### src/sv/ansi_escape_sequence_parser_core_macros.svh
// ----------------------------------------------------------------------------
// ANSI escape sequence parser assertion macros
// Shared concurrent assertion forms for the parser RTL.
// ----------------------------------------------------------------------------
`ifndef ANSI_ESCAPE_SEQUENCE_PARSER_CORE_MACROS_SVH
`define ANSI_ESCAPE_SEQUENCE_PARSER_CORE_MACROS_SVH

// same-cycle implication, off during reset
`define AESP_ASSERT_NOW(label, clk, rst_n, ante, cons) \
  label: assert property (@(posedge clk) disable iff (!(rst_n)) (ante) |-> (cons)) \
    else $error("aesp assertion failed");

// next-cycle implication, off during reset
`define AESP_ASSERT_NEXT(label, clk, rst_n, ante, cons) \
  label: assert property (@(posedge clk) disable iff (!(rst_n)) (ante) |=> (cons)) \
    else $error("aesp assertion failed");

`endif

### src/sv/aesp_pkg.sv
// ----------------------------------------------------------------------------
// ANSI escape sequence parser package
// Request and result types, phase codes and character constants.
// ----------------------------------------------------------------------------
package aesp_pkg;

  typedef struct packed {
    logic [7:0] char_in;
  } aesp_req_t;

  typedef struct packed {
    logic [2:0]  phase;
    logic [15:0] first_number;
    logic [15:0] second_number;
    logic [7:0]  final_char;
    logic        ss3_intro;
  } aesp_res_t;

  localparam logic [2:0] PH_NONE    = 3'd0;
  localparam logic [2:0] PH_ESC     = 3'd1;
  localparam logic [2:0] PH_BRACKET = 3'd2;
  localparam logic [2:0] PH_NUM1    = 3'd3;
  localparam logic [2:0] PH_NUM2    = 3'd4;
  localparam logic [2:0] PH_FINAL   = 3'd5;

  localparam logic [7:0] CH_ESC      = 8'h1B;
  localparam logic [7:0] CH_LBRACKET = 8'h5B;
  localparam logic [7:0] CH_SS3      = 8'h4F;
  localparam logic [7:0] CH_RIS      = 8'h63;
  localparam logic [7:0] CH_SEMI     = 8'h3B;
  localparam logic [7:0] CH_TILDE    = 8'h7E;

  localparam logic [15:0] NUM_MAX = 16'hFFFF;

  // acc * 10 + digit, saturated to 16 bits
  function automatic logic [15:0] add_digit(logic [15:0] acc, logic [3:0] dig);
    logic [19:0] v;
    v = ({4'b0, acc} << 3) + ({4'b0, acc} << 1) + {16'b0, dig};
    return (v > {4'b0, NUM_MAX}) ? NUM_MAX : v[15:0];
  endfunction

endpackage

### src/sv/aesp_stream_if.sv
// ----------------------------------------------------------------------------
// ANSI escape sequence parser stream interface
// Valid/ready channel carrying one request or result payload.
// ----------------------------------------------------------------------------
interface aesp_stream_if #(
  parameter type payload_t = logic [7:0]
);
  logic     valid;
  logic     ready;
  payload_t payload;

  modport source (output valid, output payload, input ready);
  modport sink (input valid, input payload, output ready);
endinterface

### src/sv/ansi_escape_sequence_parser_core.sv
// ----------------------------------------------------------------------------
// ANSI escape sequence parser core
// Parses VT100/ANSI escape sequences one character per request.
// ----------------------------------------------------------------------------
// Channel  Dir  Payload     Handshake
// char_i   in   aesp_req_t  valid/ready, one character per request
// res_o    out  aesp_res_t  valid/ready, one result per request
//
// One request per cycle when not stalled; a result follows in the next cycle.
// The parse state and the result register update in the same cycle.
// A held result stalls input only while res_o is not ready.
// Reset clears the phase, counter, numbers and output valid.
// ----------------------------------------------------------------------------
`include "ansi_escape_sequence_parser_core_macros.svh"

module ansi_escape_sequence_parser_core #(
  parameter int MAX_SEQ_CHARS = 16
) (
  input  logic                 clk_i,
  input  logic                 rst_ni,
  aesp_stream_if.sink          char_i,
  aesp_stream_if.source        res_o
);
  import aesp_pkg::*;

  localparam int CntW = $clog2(MAX_SEQ_CHARS + 2);
  localparam logic [CntW-1:0] CntMax = CntW'(MAX_SEQ_CHARS);

  logic [2:0]      phase_q, phase_d;
  logic [CntW-1:0] count_q, count_d;
  logic [15:0]     num1_q, num1_d;
  logic [15:0]     num2_q, num2_d;
  logic [7:0]      final_q, final_d;
  logic            ss3_q, ss3_d;
  logic            valid_q;
  aesp_res_t       res_q;

  logic [7:0]      ch;
  logic [CntW-1:0] cnt_inc;
  logic            clr;
  logic            is_dig;
  logic            is_term;
  logic            accept;

  assign ch      = char_i.payload.char_in;
  assign accept  = char_i.valid && char_i.ready;
  assign char_i.ready = !valid_q || res_o.ready;

  always_comb begin
    cnt_inc = count_q + 1'b1;
    clr     = (phase_q == PH_FINAL) || (cnt_inc > CntMax);
    is_dig  = ch inside {[8'h30:8'h39]};
    is_term = (ch inside {[8'h41:8'h5A], [8'h61:8'h7A]}) || (ch == CH_TILDE);

    phase_d = clr ? PH_NONE : phase_q;
    count_d = clr ? '0 : cnt_inc;
    num1_d  = clr ? '0 : num1_q;
    num2_d  = clr ? '0 : num2_q;
    final_d = clr ? '0 : final_q;
    ss3_d   = clr ? 1'b0 : ss3_q;

    if (phase_d == PH_NONE && ch == CH_ESC) begin
      phase_d = PH_ESC;
    end else if (phase_d == PH_ESC && ch == CH_LBRACKET) begin
      phase_d = PH_BRACKET;
    end else if (phase_d == PH_ESC && ch == CH_SS3) begin
      ss3_d   = 1'b1;
      phase_d = PH_BRACKET;
    end else if (phase_d == PH_ESC && ch == CH_RIS) begin
      final_d = ch;
      phase_d = PH_FINAL;
    end else if (phase_d == PH_BRACKET && is_dig) begin
      num1_d  = {12'b0, ch[3:0]};
      phase_d = PH_NUM1;
    end else if (phase_d == PH_NUM1 && is_dig) begin
      num1_d = add_digit(num1_d, ch[3:0]);
    end else if (phase_d == PH_NUM1 && ch == CH_SEMI) begin
      num2_d  = '0;
      phase_d = PH_NUM2;
    end else if (phase_d == PH_NUM2 && is_dig) begin
      num2_d = add_digit(num2_d, ch[3:0]);
    end else if (phase_d > PH_ESC && phase_d < PH_FINAL && is_term) begin
      final_d = ch;
      phase_d = PH_FINAL;
    end else begin
      // drop the sequence, keep stale parameters
      count_d = '0;
      phase_d = PH_NONE;
    end
  end

  always_ff @(posedge clk_i or negedge rst_ni) begin
    if (!rst_ni) begin
      phase_q <= PH_NONE;
      count_q <= '0;
      num1_q  <= '0;
      num2_q  <= '0;
      final_q <= '0;
      ss3_q   <= 1'b0;
      valid_q <= 1'b0;
    end else begin
      if (accept) begin
        phase_q <= phase_d;
        count_q <= count_d;
        num1_q  <= num1_d;
        num2_q  <= num2_d;
        final_q <= final_d;
        ss3_q   <= ss3_d;
        valid_q <= 1'b1;
      end else if (res_o.ready) begin
        valid_q <= 1'b0;
      end
    end
  end

  always_ff @(posedge clk_i) begin
    if (accept) begin
      res_q.phase         <= phase_d;
      res_q.first_number  <= num1_d;
      res_q.second_number <= num2_d;
      res_q.final_char    <= final_d;
      res_q.ss3_intro     <= ss3_d;
    end
  end

  assign res_o.valid   = valid_q;
  assign res_o.payload = res_q;

  `AESP_ASSERT_NOW(a_count_bound, clk_i, rst_ni, 1'b1, count_q <= CntMax)
  `AESP_ASSERT_NOW(a_none_count_zero, clk_i, rst_ni, phase_q == PH_NONE, count_q == '0)
  `AESP_ASSERT_NEXT(a_result_tracks_state, clk_i, rst_ni, accept, valid_q && res_q.phase == phase_q && res_q.first_number == num1_q)
  `AESP_ASSERT_NEXT(a_final_restarts, clk_i, rst_ni, accept && phase_q == PH_FINAL, phase_q == PH_NONE || phase_q == PH_ESC)

endmodule

### src/flat_wrapper.sv
// flat-port wrapper written by rule: the top's interface ports become plain ports
module ansi_escape_sequence_parser_core_flat import aesp_pkg::*;
#(
  parameter int MAX_SEQ_CHARS = 16
)
  (clk_i, rst_ni, char_i_valid, char_i_payload, char_i_ready, res_o_valid, res_o_payload, res_o_ready);
  aesp_stream_if #(.payload_t(aesp_req_t)) char_i_i ();
  aesp_stream_if #(.payload_t(aesp_res_t)) res_o_i ();
  input  logic clk_i;
  input  logic rst_ni;
  input wire logic [$bits(char_i_i.valid)-1:0] char_i_valid;
  input wire logic [$bits(char_i_i.payload)-1:0] char_i_payload;
  output wire logic [$bits(char_i_i.ready)-1:0] char_i_ready;
  output wire logic [$bits(res_o_i.valid)-1:0] res_o_valid;
  output wire logic [$bits(res_o_i.payload)-1:0] res_o_payload;
  input wire logic [$bits(res_o_i.ready)-1:0] res_o_ready;
  assign char_i_i.valid = char_i_valid;
  assign char_i_i.payload = char_i_payload;
  assign char_i_ready = char_i_i.ready;
  assign res_o_valid = res_o_i.valid;
  assign res_o_payload = res_o_i.payload;
  assign res_o_i.ready = res_o_ready;
  ansi_escape_sequence_parser_core #(.MAX_SEQ_CHARS(MAX_SEQ_CHARS)) u_core (.clk_i(clk_i), .rst_ni(rst_ni), .char_i(char_i_i), .res_o(res_o_i));
endmodule
### config.mk
export PLATFORM = sky130hd
export DESIGN_NAME = ansi_escape_sequence_parser_core_flat
export DESIGN_NICKNAME = d
export VERILOG_FILES = /design/src/sv/aesp_pkg.sv /design/src/sv/aesp_stream_if.sv /design/src/sv/ansi_escape_sequence_parser_core.sv /design/src/flat_wrapper.sv
export VERILOG_INCLUDE_DIRS = /design/src /design/src/sv
export SDC_FILE = /design/constraint.sdc
export NUM_CORES = 1
export LEC_CHECK = 0
export BUFFER_PORTS_ARGS = -buffer_cell sky130_fd_sc_hd__buf_4
export CAP_MARGIN = 20
export CORE_MARGIN = 8
export CORE_UTILIZATION = 50
export DETAILED_ROUTE_END_ITERATION = 6
export HOLD_SLACK_MARGIN = 0.02
export PLACE_DENSITY = 0.77
export SETUP_SLACK_MARGIN = 0.05
export SYNTH_ARGS = -nofsm -noshare
export SYNTH_HDL_FRONTEND = slang
export SYNTH_SLANG_ARGS = --single-unit
### constraint.sdc
create_clock -name clk_i -period 4.5 [get_ports clk_i]
set_input_delay 0.9 -clock clk_i [delete_from_list [all_inputs] [get_ports clk_i]]
set_output_delay 0.9 -clock clk_i [all_outputs]
set_load 0.01 [all_outputs]
==> results of run 1 <==
==> power groups by stage <==
stage                     sequential (W)  clock (W)  combinational, W
final                            0.00103   0.000723          0.000945
after global routing             0.00104   0.000774           0.00102
after CTS                        0.00103   0.000739          0.000809
after detailed placement         0.00105          0          0.000790
after global placement           0.00105          0          0.000769
after floorplan                  0.00106          0          0.000468
==> cells in the mapped netlist, drive strengths merged (5+ instances only) <==
cell      n
nor2     60
nand3    14
buf      14
a31oi    16
xor2      9
nor4     13
inv      21
edfxtp   44
a21oi    28
ha       63
and3      6
or3       8
a21o     11
nor4b     7
o21a      7
o31ai    16
o211ai    5
mux2      9
a211oi    9
a2111oi  13
dfrtp    50
xnor2    14
and2     20
nand2    60
nor3     45
o21ai    55
nand2b   12
clkbuf   18
==> how the worst max path moves through the flow <==
stage / start / end / slack (ps)
2_1_floorplan: u_core.count_q[0] / u_core.res_o.payload[28] / 60
3_3_place_gp: u_core.count_q[1] / u_core.res_o.payload[36] / -90
3_5_place_dp: u_core.count_q[1] / u_core.num2_q[6] / -230
4_1_cts: u_core.count_q[1] / u_core.res_o.payload[11] / 40
5_1_grt: u_core.count_q[1] / u_core.num1_q[14] / -130
6_report: u_core.count_q[1] / u_core.res_o.payload[13] / 110
==> sequential cells by signal, indices dropped and copies added, names as in the netlist <==
register / cells
u_core.res_o.payload: 44
u_core.ss3_q: 1
u_core.res_o.valid: 1
u_core.num2_q: 16
u_core.final_q: 8
u_core.phase_q: 3
u_core.count_q: 5
u_core.num1_q: 16
==> kinds of logic after synthesis <==
kind of cell             Yosys count
adder cells (fa/ha/maj)           66
AND/OR/NAND/NOR                  263
AO/OA/AOI/OAI                    194
multiplexers                      10
XOR/XNOR                          23
buffers and inverters             53
flip-flops                        94
==> final cells by class <==
| type | count | share of cell area (%) |
|---|---|---|
| Clock buffer | 10 | 2.73 |
| Inverter | 21 | 0.938 |
| Timing Repair Buffer | 126 | 12.5 |
| Multi-Input combinational cell | 556 | 50.0 |
| Sequential cell | 94 | 30.6 |
| Clock inverter | 6 | 0.551 |
| Tap cell | 176 | 2.62 |
==> worst min-delay path, stage by stage (launching register included) <==
cell	delay, ps
sky130_fd_sc_hd__dfrtp_1	340
sky130_fd_sc_hd__nand2_1	50
sky130_fd_sc_hd__nand2_1	60
==> metal layers <==
layer	routed length (um)	part of all wire, %	vias up	global-route usage (%)
met1	8130	42	3009	26.1
met5	0	0	-	0
met2	9600	49	282	36.0
met4	584	3.0	0	7.66
li1	-	-	2869	-
met3	1220	6.2	51	4.12
==> through the flow <==
step	total power, W	instance area [um^2]	setup TNS, ps	setup slack [ps]
after floorplan	0.00152	6650	0	56.8
after global placement	0.00181	7610	-409	-90.7
after detailed placement	0.00184	7610	-2390	-230
after CTS	0.00258	7960	0	42.8
after global routing	0.00283	8400	-1600	-132
final	0.00270	8400	0	110
==> timing repair <==
| action | CTS | global route |
|---|---|---|
| cloned | 0 | 4 |
| pin swaps | 1 | 14 |
| gates resized for setup | 17 | 60 |
| buffers inserted | 1 | 10 |
| setup endpoints to repair | 61 | 63 |
==> results list, run 1 <==
- Status: finished, final reports clean
- Launch instance of the worst min-delay path: u_core.ss3_q
* Transition time at the pin with the least slew margin: 1050 ps
* Cell-internal power: 0.00180 W
- The critical path crosses 20 cells after its start point.
- The cell that appears most often on the critical path is sky130_fd_sc_hd__buf_4.
* Antenna cells: 0
- Worst hold stages: 2
- The detailed router finished its first iteration with between 600 and 700 violations.
* Cell count after synthesis: about 700
* Final-report max-slew violation count: 0
- Initial standard-cell utilization of the core: 50.6%
* Max Cap Viol: 0
- Switch share: 33.4%
* Max-Slew Margin vs Limit: 29.6%
- The clock net in this run drives a total of between 90 and 100 sinks.
* Post-Syn Area per Cell: 9.45 um^2
- After detailed routing, the average wire length per cell comes to 19.8 um.
- Per report_power, the combinational group accounts for 35.0% of the total.
- Once detail routing completed, the nets flagged for antenna violations numbered 0.
* Maximum fanout count along the critical path: 8
- Routability-driven placement finished with a final weighted congestion of 0.962.
* Sort of element at the end of the critical path: flop
* Die extent in y: 131 um
* Wire length of the first global-routing pass: 30.1 mm
* Pre-antenna DRT Iters: 5
* Switching Power: 0.000903 W
- Register area: roughly 2600 um^2
- Once placement completed, the tool counted placed cells totaling ~960.
* Number of top-level pins: 58
- Number of nets at the end of the flow: between 800 and 900
- The routed layout has just over 6000 vias.
- Hold timing on the final database bottoms out at a slack of between 400 and 500 ps.
- Final cell utilization of the core: 64.0%
- Share of Yosys cell area claimed by the top area cell type: about 20%
- Excluding fillers, the count of instances in the completed layout stands at 989.
- From synthesis to final layout, the design area changed by 26.4%.
- Buffer and inverter count on the worst path: 8
- Dividing the final minimum period by the clock period gives 97.6%.
- Crit Path Category: reg -> reg
- Part of the total power dissipated in the clock network: ~27%
- Fraction of layout cells with a size suffix above 1: 26.3%
* Library cell occupying the most area in the post-synthesis netlist: sky130_fd_sc_hd__edfxtp_1
- Via count of the first global-routing pass: 6018
- Row Count: 42
* TritonCTS clock tree: built
- After synthesis the cells add up to 6650 um^2.
- Critical path startpoint category: flop
* Fill cells: 1050
- Clock-pin slew was measured on the worst setup and hold paths at 70 ps.
- Worst supply voltage drop on vdd: 251 uV
* Worst Hold Endpoint: u_core.ss3_q
- Remaining global-route overflow: 0
- Counting I/O delays and the setup requirement, the final critical path takes roughly 4400 ps.
- After synthesis, the share of cell area in mux cells is about 1.7%.
* Count of H-tree levels built during CTS: 3
* Critical path cell sequence: buf_4, buf_4, a211oi_2, buf_4, nor3_4, buf_4, buf_6, buf_4, and2_1, ha_1, ha_4, a211o_1, a31o_2, a21oi_2, o21ai_1, xor2_1, buf_12, nor3_2, buf_4, a21oi_1
- Sequential area share after synthesis: 38.7%
- The synthesized netlist devotes between 10% and 20% of its cell area to compound gates.
- In the synthesized netlist the async set-or-reset flop fraction comes to 53.2%.
- End of the worst register-to-register path: u_core.res_o.payload[13]
* Core area: 13100 um^2
- In this run the power density over the cells is approximately 320 nW/um^2.
* Final hold violation count: 0
* Overall Global Routing Usage: 21.1%
- Port buffering added 57 buffers.
- Top library cells by usage in the layout, fill and taps aside: 116 x sky130_fd_sc_hd__buf_4, 59 x sky130_fd_sc_hd__nand2_1, 56 x sky130_fd_sc_hd__ha_1, 55 x sky130_fd_sc_hd__nor2_1, 50 x sky130_fd_sc_hd__dfrtp_1
- Based on the critical path, the design can be clocked at up to roughly 0.23 GHz.
- STA puts the critical path data required time at 4580 ps.
* XOR/XNOR share of the synthesized area: under 10%
- The worst register-to-register path begins at u_core.count_q[1].
* Most common library cell in the layout ignoring fill and taps: sky130_fd_sc_hd__buf_4
- Remaining routing DRC violations: 0
* Final count of negative-setup-slack endpoints: 0
- In the final layout, the multi-input gates occupy ~4200 um^2.
- The largest single stage delay on the critical path is between 400 and 500 ps.
- Number of distinct library cells after synthesis: 73
- Synthesis produced a netlist with a net count of 781.
* Number of register bits inferred by synthesis: 94
- Worst R2R Setup Slack: about 110 ps
- Width of the chip: between 100 and 150 um
* Clock buffer count from CTS: 9
- Counting flops with a built-in enable in the synthesized netlist gives 44.
* DRT Wirelength: ~20 mm
- Estimated wirelength of the detail-placed design: 13.3 mm
* Dominant delay contributor by cell family on the critical path: buffers and inverters
- After synthesis, the largest family of logic cells by area is simple AND/OR/NAND/NOR gates.
* Dominant synthesized flop cell: sky130_fd_sc_hd__dfrtp_1
- Post-detailed-route via-to-cell ratio: 6.28
- For this design, the slowest cell found on the critical path is sky130_fd_sc_hd__dfrtp_1.
- Hold bufs inserted after CTS: 0
- Simple-gate share of the synthesized area: between 20% and 30%
- Entering global routing, the biggest net connects 52 pins.
- Between clock sinks in the finished design, the worst skew comes to 7.90 ps.
- Insertion delay of the later-clocked pin in the worst-skew pair: 350 ps
* LEAKAGE: 3.61 nW
- Most area-consuming cells after synthesis: sky130_fd_sc_hd__edfxtp_1 20%, sky130_fd_sc_hd__dfrtp_1 19%, sky130_fd_sc_hd__ha_1 12%, sky130_fd_sc_hd__o21ai_0 4.0%, sky130_fd_sc_hd__nand2_1 3.4%
* Maximum buffer depth of the clock tree: 2
* Die area: between 15000 and 20000 um^2
- The initial antenna violation count came to 0.
* YS warnings: 0
* Clock root buffer: sky130_fd_sc_hd__clkbuf_16
- Share of total power in sequential cells: 38.3%
* Adder-cell share of the synthesized area: 12.8%
- HP Class: reg -> reg
* CP arrival: 4470 ps
* Depth of the most critical reg-to-reg path: 20
No activity file was read; power rests on OpenSTA's default activity.
==> run 2, diff against run 1 <==
--- a/config.mk
+++ b/config.mk
@@ -6,13 +6,12 @@
 export SDC_FILE = /design/constraint.sdc
 export NUM_CORES = 1
 export LEC_CHECK = 0
-export BUFFER_PORTS_ARGS = -buffer_cell sky130_fd_sc_hd__buf_4
 export CAP_MARGIN = 20
-export CORE_MARGIN = 8
 export CORE_UTILIZATION = 50
 export DETAILED_ROUTE_END_ITERATION = 6
+export DONT_BUFFER_PORTS = 1
 export HOLD_SLACK_MARGIN = 0.02
-export PLACE_DENSITY = 0.77
+export PLACE_DENSITY = 0.71
 export SETUP_SLACK_MARGIN = 0.05
 export SYNTH_ARGS = -nofsm -noshare
 export SYNTH_HDL_FRONTEND = slang
==> constraint.sdc (replaced) <==
create_clock -name clk_i -period 5.43 [get_ports clk_i]
set_input_delay 1.086 -clock clk_i [delete_from_list [all_inputs] [get_ports clk_i]]
set_output_delay 1.086 -clock clk_i [all_outputs]
set_load 0.01 [all_outputs]
==> results list, run 2 (same netlist as run 1, synthesis figures left out) <==
- The start of the worst register-to-register path is u_core.count_q[0] (was u_core.count_q[1]).
* Via count: 5722 (was 6211)
- Initial standard-cell utilization of the core: 52.0% (was 50.6%)
- Width of the chip: 117 um (was 131 um)
- Worst slack at placement: 491 ps (was -230 ps)
- The maximum cell stage delay along the critical path came to 640 ps (was 420 ps).
* Count of H-tree levels built during CTS: 3 (unchanged)
* Remaining number of nets flagged by the antenna check after routing: 0 (unchanged)
- The final-report hold violation count came to 0 (unchanged).
- The setup violation total in the final timing report was 0 (unchanged).
- The least setup slack across all paths after layout is 350 ps (was 110 ps).
- Most Frequent Cell on Critical Path: sky130_fd_sc_hd__ha_1 (was sky130_fd_sc_hd__buf_4)
- Remaining routing DRC violations: 0 (unchanged)
- The weighted congestion at the end of routability-driven global placement is 0.893 (was 0.962).
* Die area: 13800 um^2 (was 17200 um^2)
* Number of setup buffers added after CTS: 0 (was 1)
- Transition time at the pin with the least slew margin: 1060 ps (was 1050 ps)
- The first-iteration detailed-routing DRC count was 585 (was 650).
- DRT Wirelength: 16.7 mm (was 19.5 mm)
- Maximum number of pins on one net before global-route repair: 92 (was 52)
- The total count of max-transition violations in the final report came to 0 (unchanged).
- Antenna cells: 0 (unchanged)
- Remaining global-route overflow: 0 (unchanged)
- The post-detailed-placement half-perimeter wirelength was 11.7 mm (was 13.3 mm).
* Cell with the largest stage delay on the worst path: sky130_fd_sc_hd__a2111oi_1 (was sky130_fd_sc_hd__dfrtp_1)
* Clock-pin slew of the registers on the worst-case setup and hold paths: 80 ps (was 70 ps)
- The fill cell instance count of the final layout came to 1070 (was 1050).
* Maximum buffer depth of the clock tree: 2 (unchanged)
- The maximum vdd drop was 217 uV (was 251 uV).
* Overall Global Routing Usage: 25.3% (was 21.1%)
- The category of the most critical setup path is reg -> reg (unchanged).
- The type of origin of the critical path is a flop (unchanged).
- The clock buffer count from CTS is 9 (unchanged).
- The latest clock arrival within the worst-skew pair is 360 ps (was 350 ps).
* Routed wire per std cell: 18.9 um (was 19.8 um)
- Number of flip-flops in the largest register: 44 (unchanged)
- HP Class: in -> async (was reg -> reg)
* Count of port buffers added during placement: 0 (was 57)
- The number of global-route vias before repair was 5396 (was 6018).
- The share of the clock period used by the worst path after layout came to 93.6% (was 97.6%).
- Setup repair after global routing missed its margin: no
- Die extent in y: 117 um (was 131 um)
* Top library cells by usage in the layout, fill and taps aside: 63 x sky130_fd_sc_hd__ha_1, 60 x sky130_fd_sc_hd__nand2_1, 59 x sky130_fd_sc_hd__nor2_1, 53 x sky130_fd_sc_hd__o21ai_0, 50 x sky130_fd_sc_hd__dfrtp_1 (was 116 x sky130_fd_sc_hd__buf_4, 59 x sky130_fd_sc_hd__nand2_1, 56 x sky130_fd_sc_hd__ha_1, 55 x sky130_fd_sc_hd__nor2_1, 50 x sky130_fd_sc_hd__dfrtp_1)
* Core area: 12800 um^2 (was 13100 um^2)
- The endpoint of the most critical register-to-register path is u_core.res_o.payload[24] (was u_core.res_o.payload[13]).
- The number of placement rows came to 41 (was 42).
- Number of antenna violations at the first check in global routing: 0 (unchanged)
- Highest Clock Rate: 0.197 GHz (was 0.228 GHz)
- The per-cell via count in the routed design was 6.47 (was 6.28).
- The TritonCTS clock tree is built (unchanged).
- Max Cap Viol: 0 (unchanged)
- Final min period: 5080 ps (was 4390 ps)
- Pre-antenna DRT Iters: 5 (unchanged)
* Critical path cell sequence: ha_1, nand2_1, o21a_1, nor3_4, buf_4, and2_1, ha_1, ha_1, fa_1, a211oi_1, o21ai_1, a21oi_1, o21ai_0, xor2_2, a2111oi_1, nor2_1 (was buf_4, buf_4, a211oi_2, buf_4, nor3_4, buf_4, buf_6, buf_4, and2_1, ha_1, ha_4, a211o_1, a31o_2, a21oi_2, o21ai_1, xor2_1, buf_12, nor3_2, buf_4, a21oi_1)
* Number of top-level pins: 58 (unchanged)
- Max-Slew Margin vs Limit: 29.2% (was 29.6%)
* Clock root buffer: sky130_fd_sc_hd__clkbuf_16 (unchanged)
- The arrival time of the worst setup path came to 5170 ps (was 4470 ps).
- Maximum fanout count along the critical path: 18 (was 8)
- Sum of negative setup slack: 0 ps (unchanged)
- The clock sink count came to 94 (unchanged).
- Critical Path RT: 5520 ps (was 4580 ps)
- Area overhead of the layout relative to synthesis: 9.09% (was 26.4%)
- The worst clock skew was 10.2 ps (was 7.90 ps).
* LEAKAGE: 3.09 nW (was 3.61 nW)
- The fraction of final layout cells sized beyond drive strength 1 came to 9.69% (was 26.3%).
- The leading cell type in the layout, fill and taps excluded was sky130_fd_sc_hd__ha_1 (was sky130_fd_sc_hd__buf_4).
- The minimum setup slack among reg-to-reg paths was 350 ps (was 110 ps).
- The net count reported at finish is 785 (was 886).
- The worst reg2reg path depth came to 16 (was 20).
- Power Dens Cells: 285 nW/um^2 (was 321 nW/um^2)
- Status: finished, final reports clean (unchanged)
- The global-route wire length before repair came to 26.8 mm (was 30.1 mm).
* Sort of element at the end of the critical path: flop (unchanged)
## run 2: through the flow
stage	cell area, um^2	hold WS, ps	util (%)	instances	power [W]
final	7250	414	56.8	884	0.00206
after global routing	7250	395	56.8	884	0.00218
after CTS	7240	407	56.7	884	0.00207
after detailed placement	6930	462	54.3	868	0.00139
after global placement	6930	456	54.3	868	0.00137
after floorplan	6650	440	-	703	0.00126
## run 2: power by group
| part | switching (W) | internal (W) |
|---|---|---|
| clock | 0.000306 | 0.000369 |
| combinational | 0.000313 | 0.000205 |
| sequential | 0.0000446 | 0.000827 |
## run 2: critical path: cells and delay by family, from the launching register on
family / cells / cell delay [ps]
and+or+nand+nor: 4 / 650
adders and majority gates: 4 / 1180
AOI/OAI and AO/OA: 6 / 2010
buffers and inverters: 1 / 250
DFF: 1 / 430
xor gates and xnor gates: 1 / 290
## run 2: area by class of cell
| cell class | count | area, um^2 | share of cell area [%] |
|---|---|---|---|
| Inverter | 21 | 80.1 | 1.10 |
| Multi-Input combinational cell | 556 | 3870 | 53.4 |
| Tap cell | 172 | 215 | 2.97 |
| Sequential cell | 94 | 2570 | 35.5 |
| Timing Repair Buffer | 25 | 200 | 2.76 |
| Clock inverter | 7 | 86.3 | 1.19 |
| Clock buffer | 9 | 225 | 3.11 |
## run 2: worst max path at each step
stage	start	end	slack [ps]
2_1_floorplan	u_core.count_q[0]	u_core.res_o.payload[28]	900
3_3_place_gp	u_core.count_q[0]	u_core.res_o.payload[23]	520
3_5_place_dp	u_core.count_q[0]	u_core.res_o.payload[23]	490
4_1_cts	u_core.count_q[0]	u_core.res_o.payload[23]	400
5_1_grt	u_core.count_q[0]	u_core.res_o.payload[24]	50
6_report	u_core.count_q[0]	u_core.res_o.payload[24]	350
## run 2: layer usage
metal | vias up | part of all wire (%) | GRT usage [%]
met3 | 26 | 6.2 | 5.51
met1 | 2798 | 45 | 34.3
li1 | 2669 | - | -
met5 | - | 0 | 0
met4 | 0 | 1.6 | 7.26
met2 | 229 | 47 | 40.5
## run 2: what timing repair did
| item | in CTS | in global routing |
|---|---|---|
| resized for setup | 0 | 1 |
| setup endpoints to repair | 0 | 4 |
| endpoints found under the hold margin | 0 | 0 |
| hold buffers | 0 | 0 |
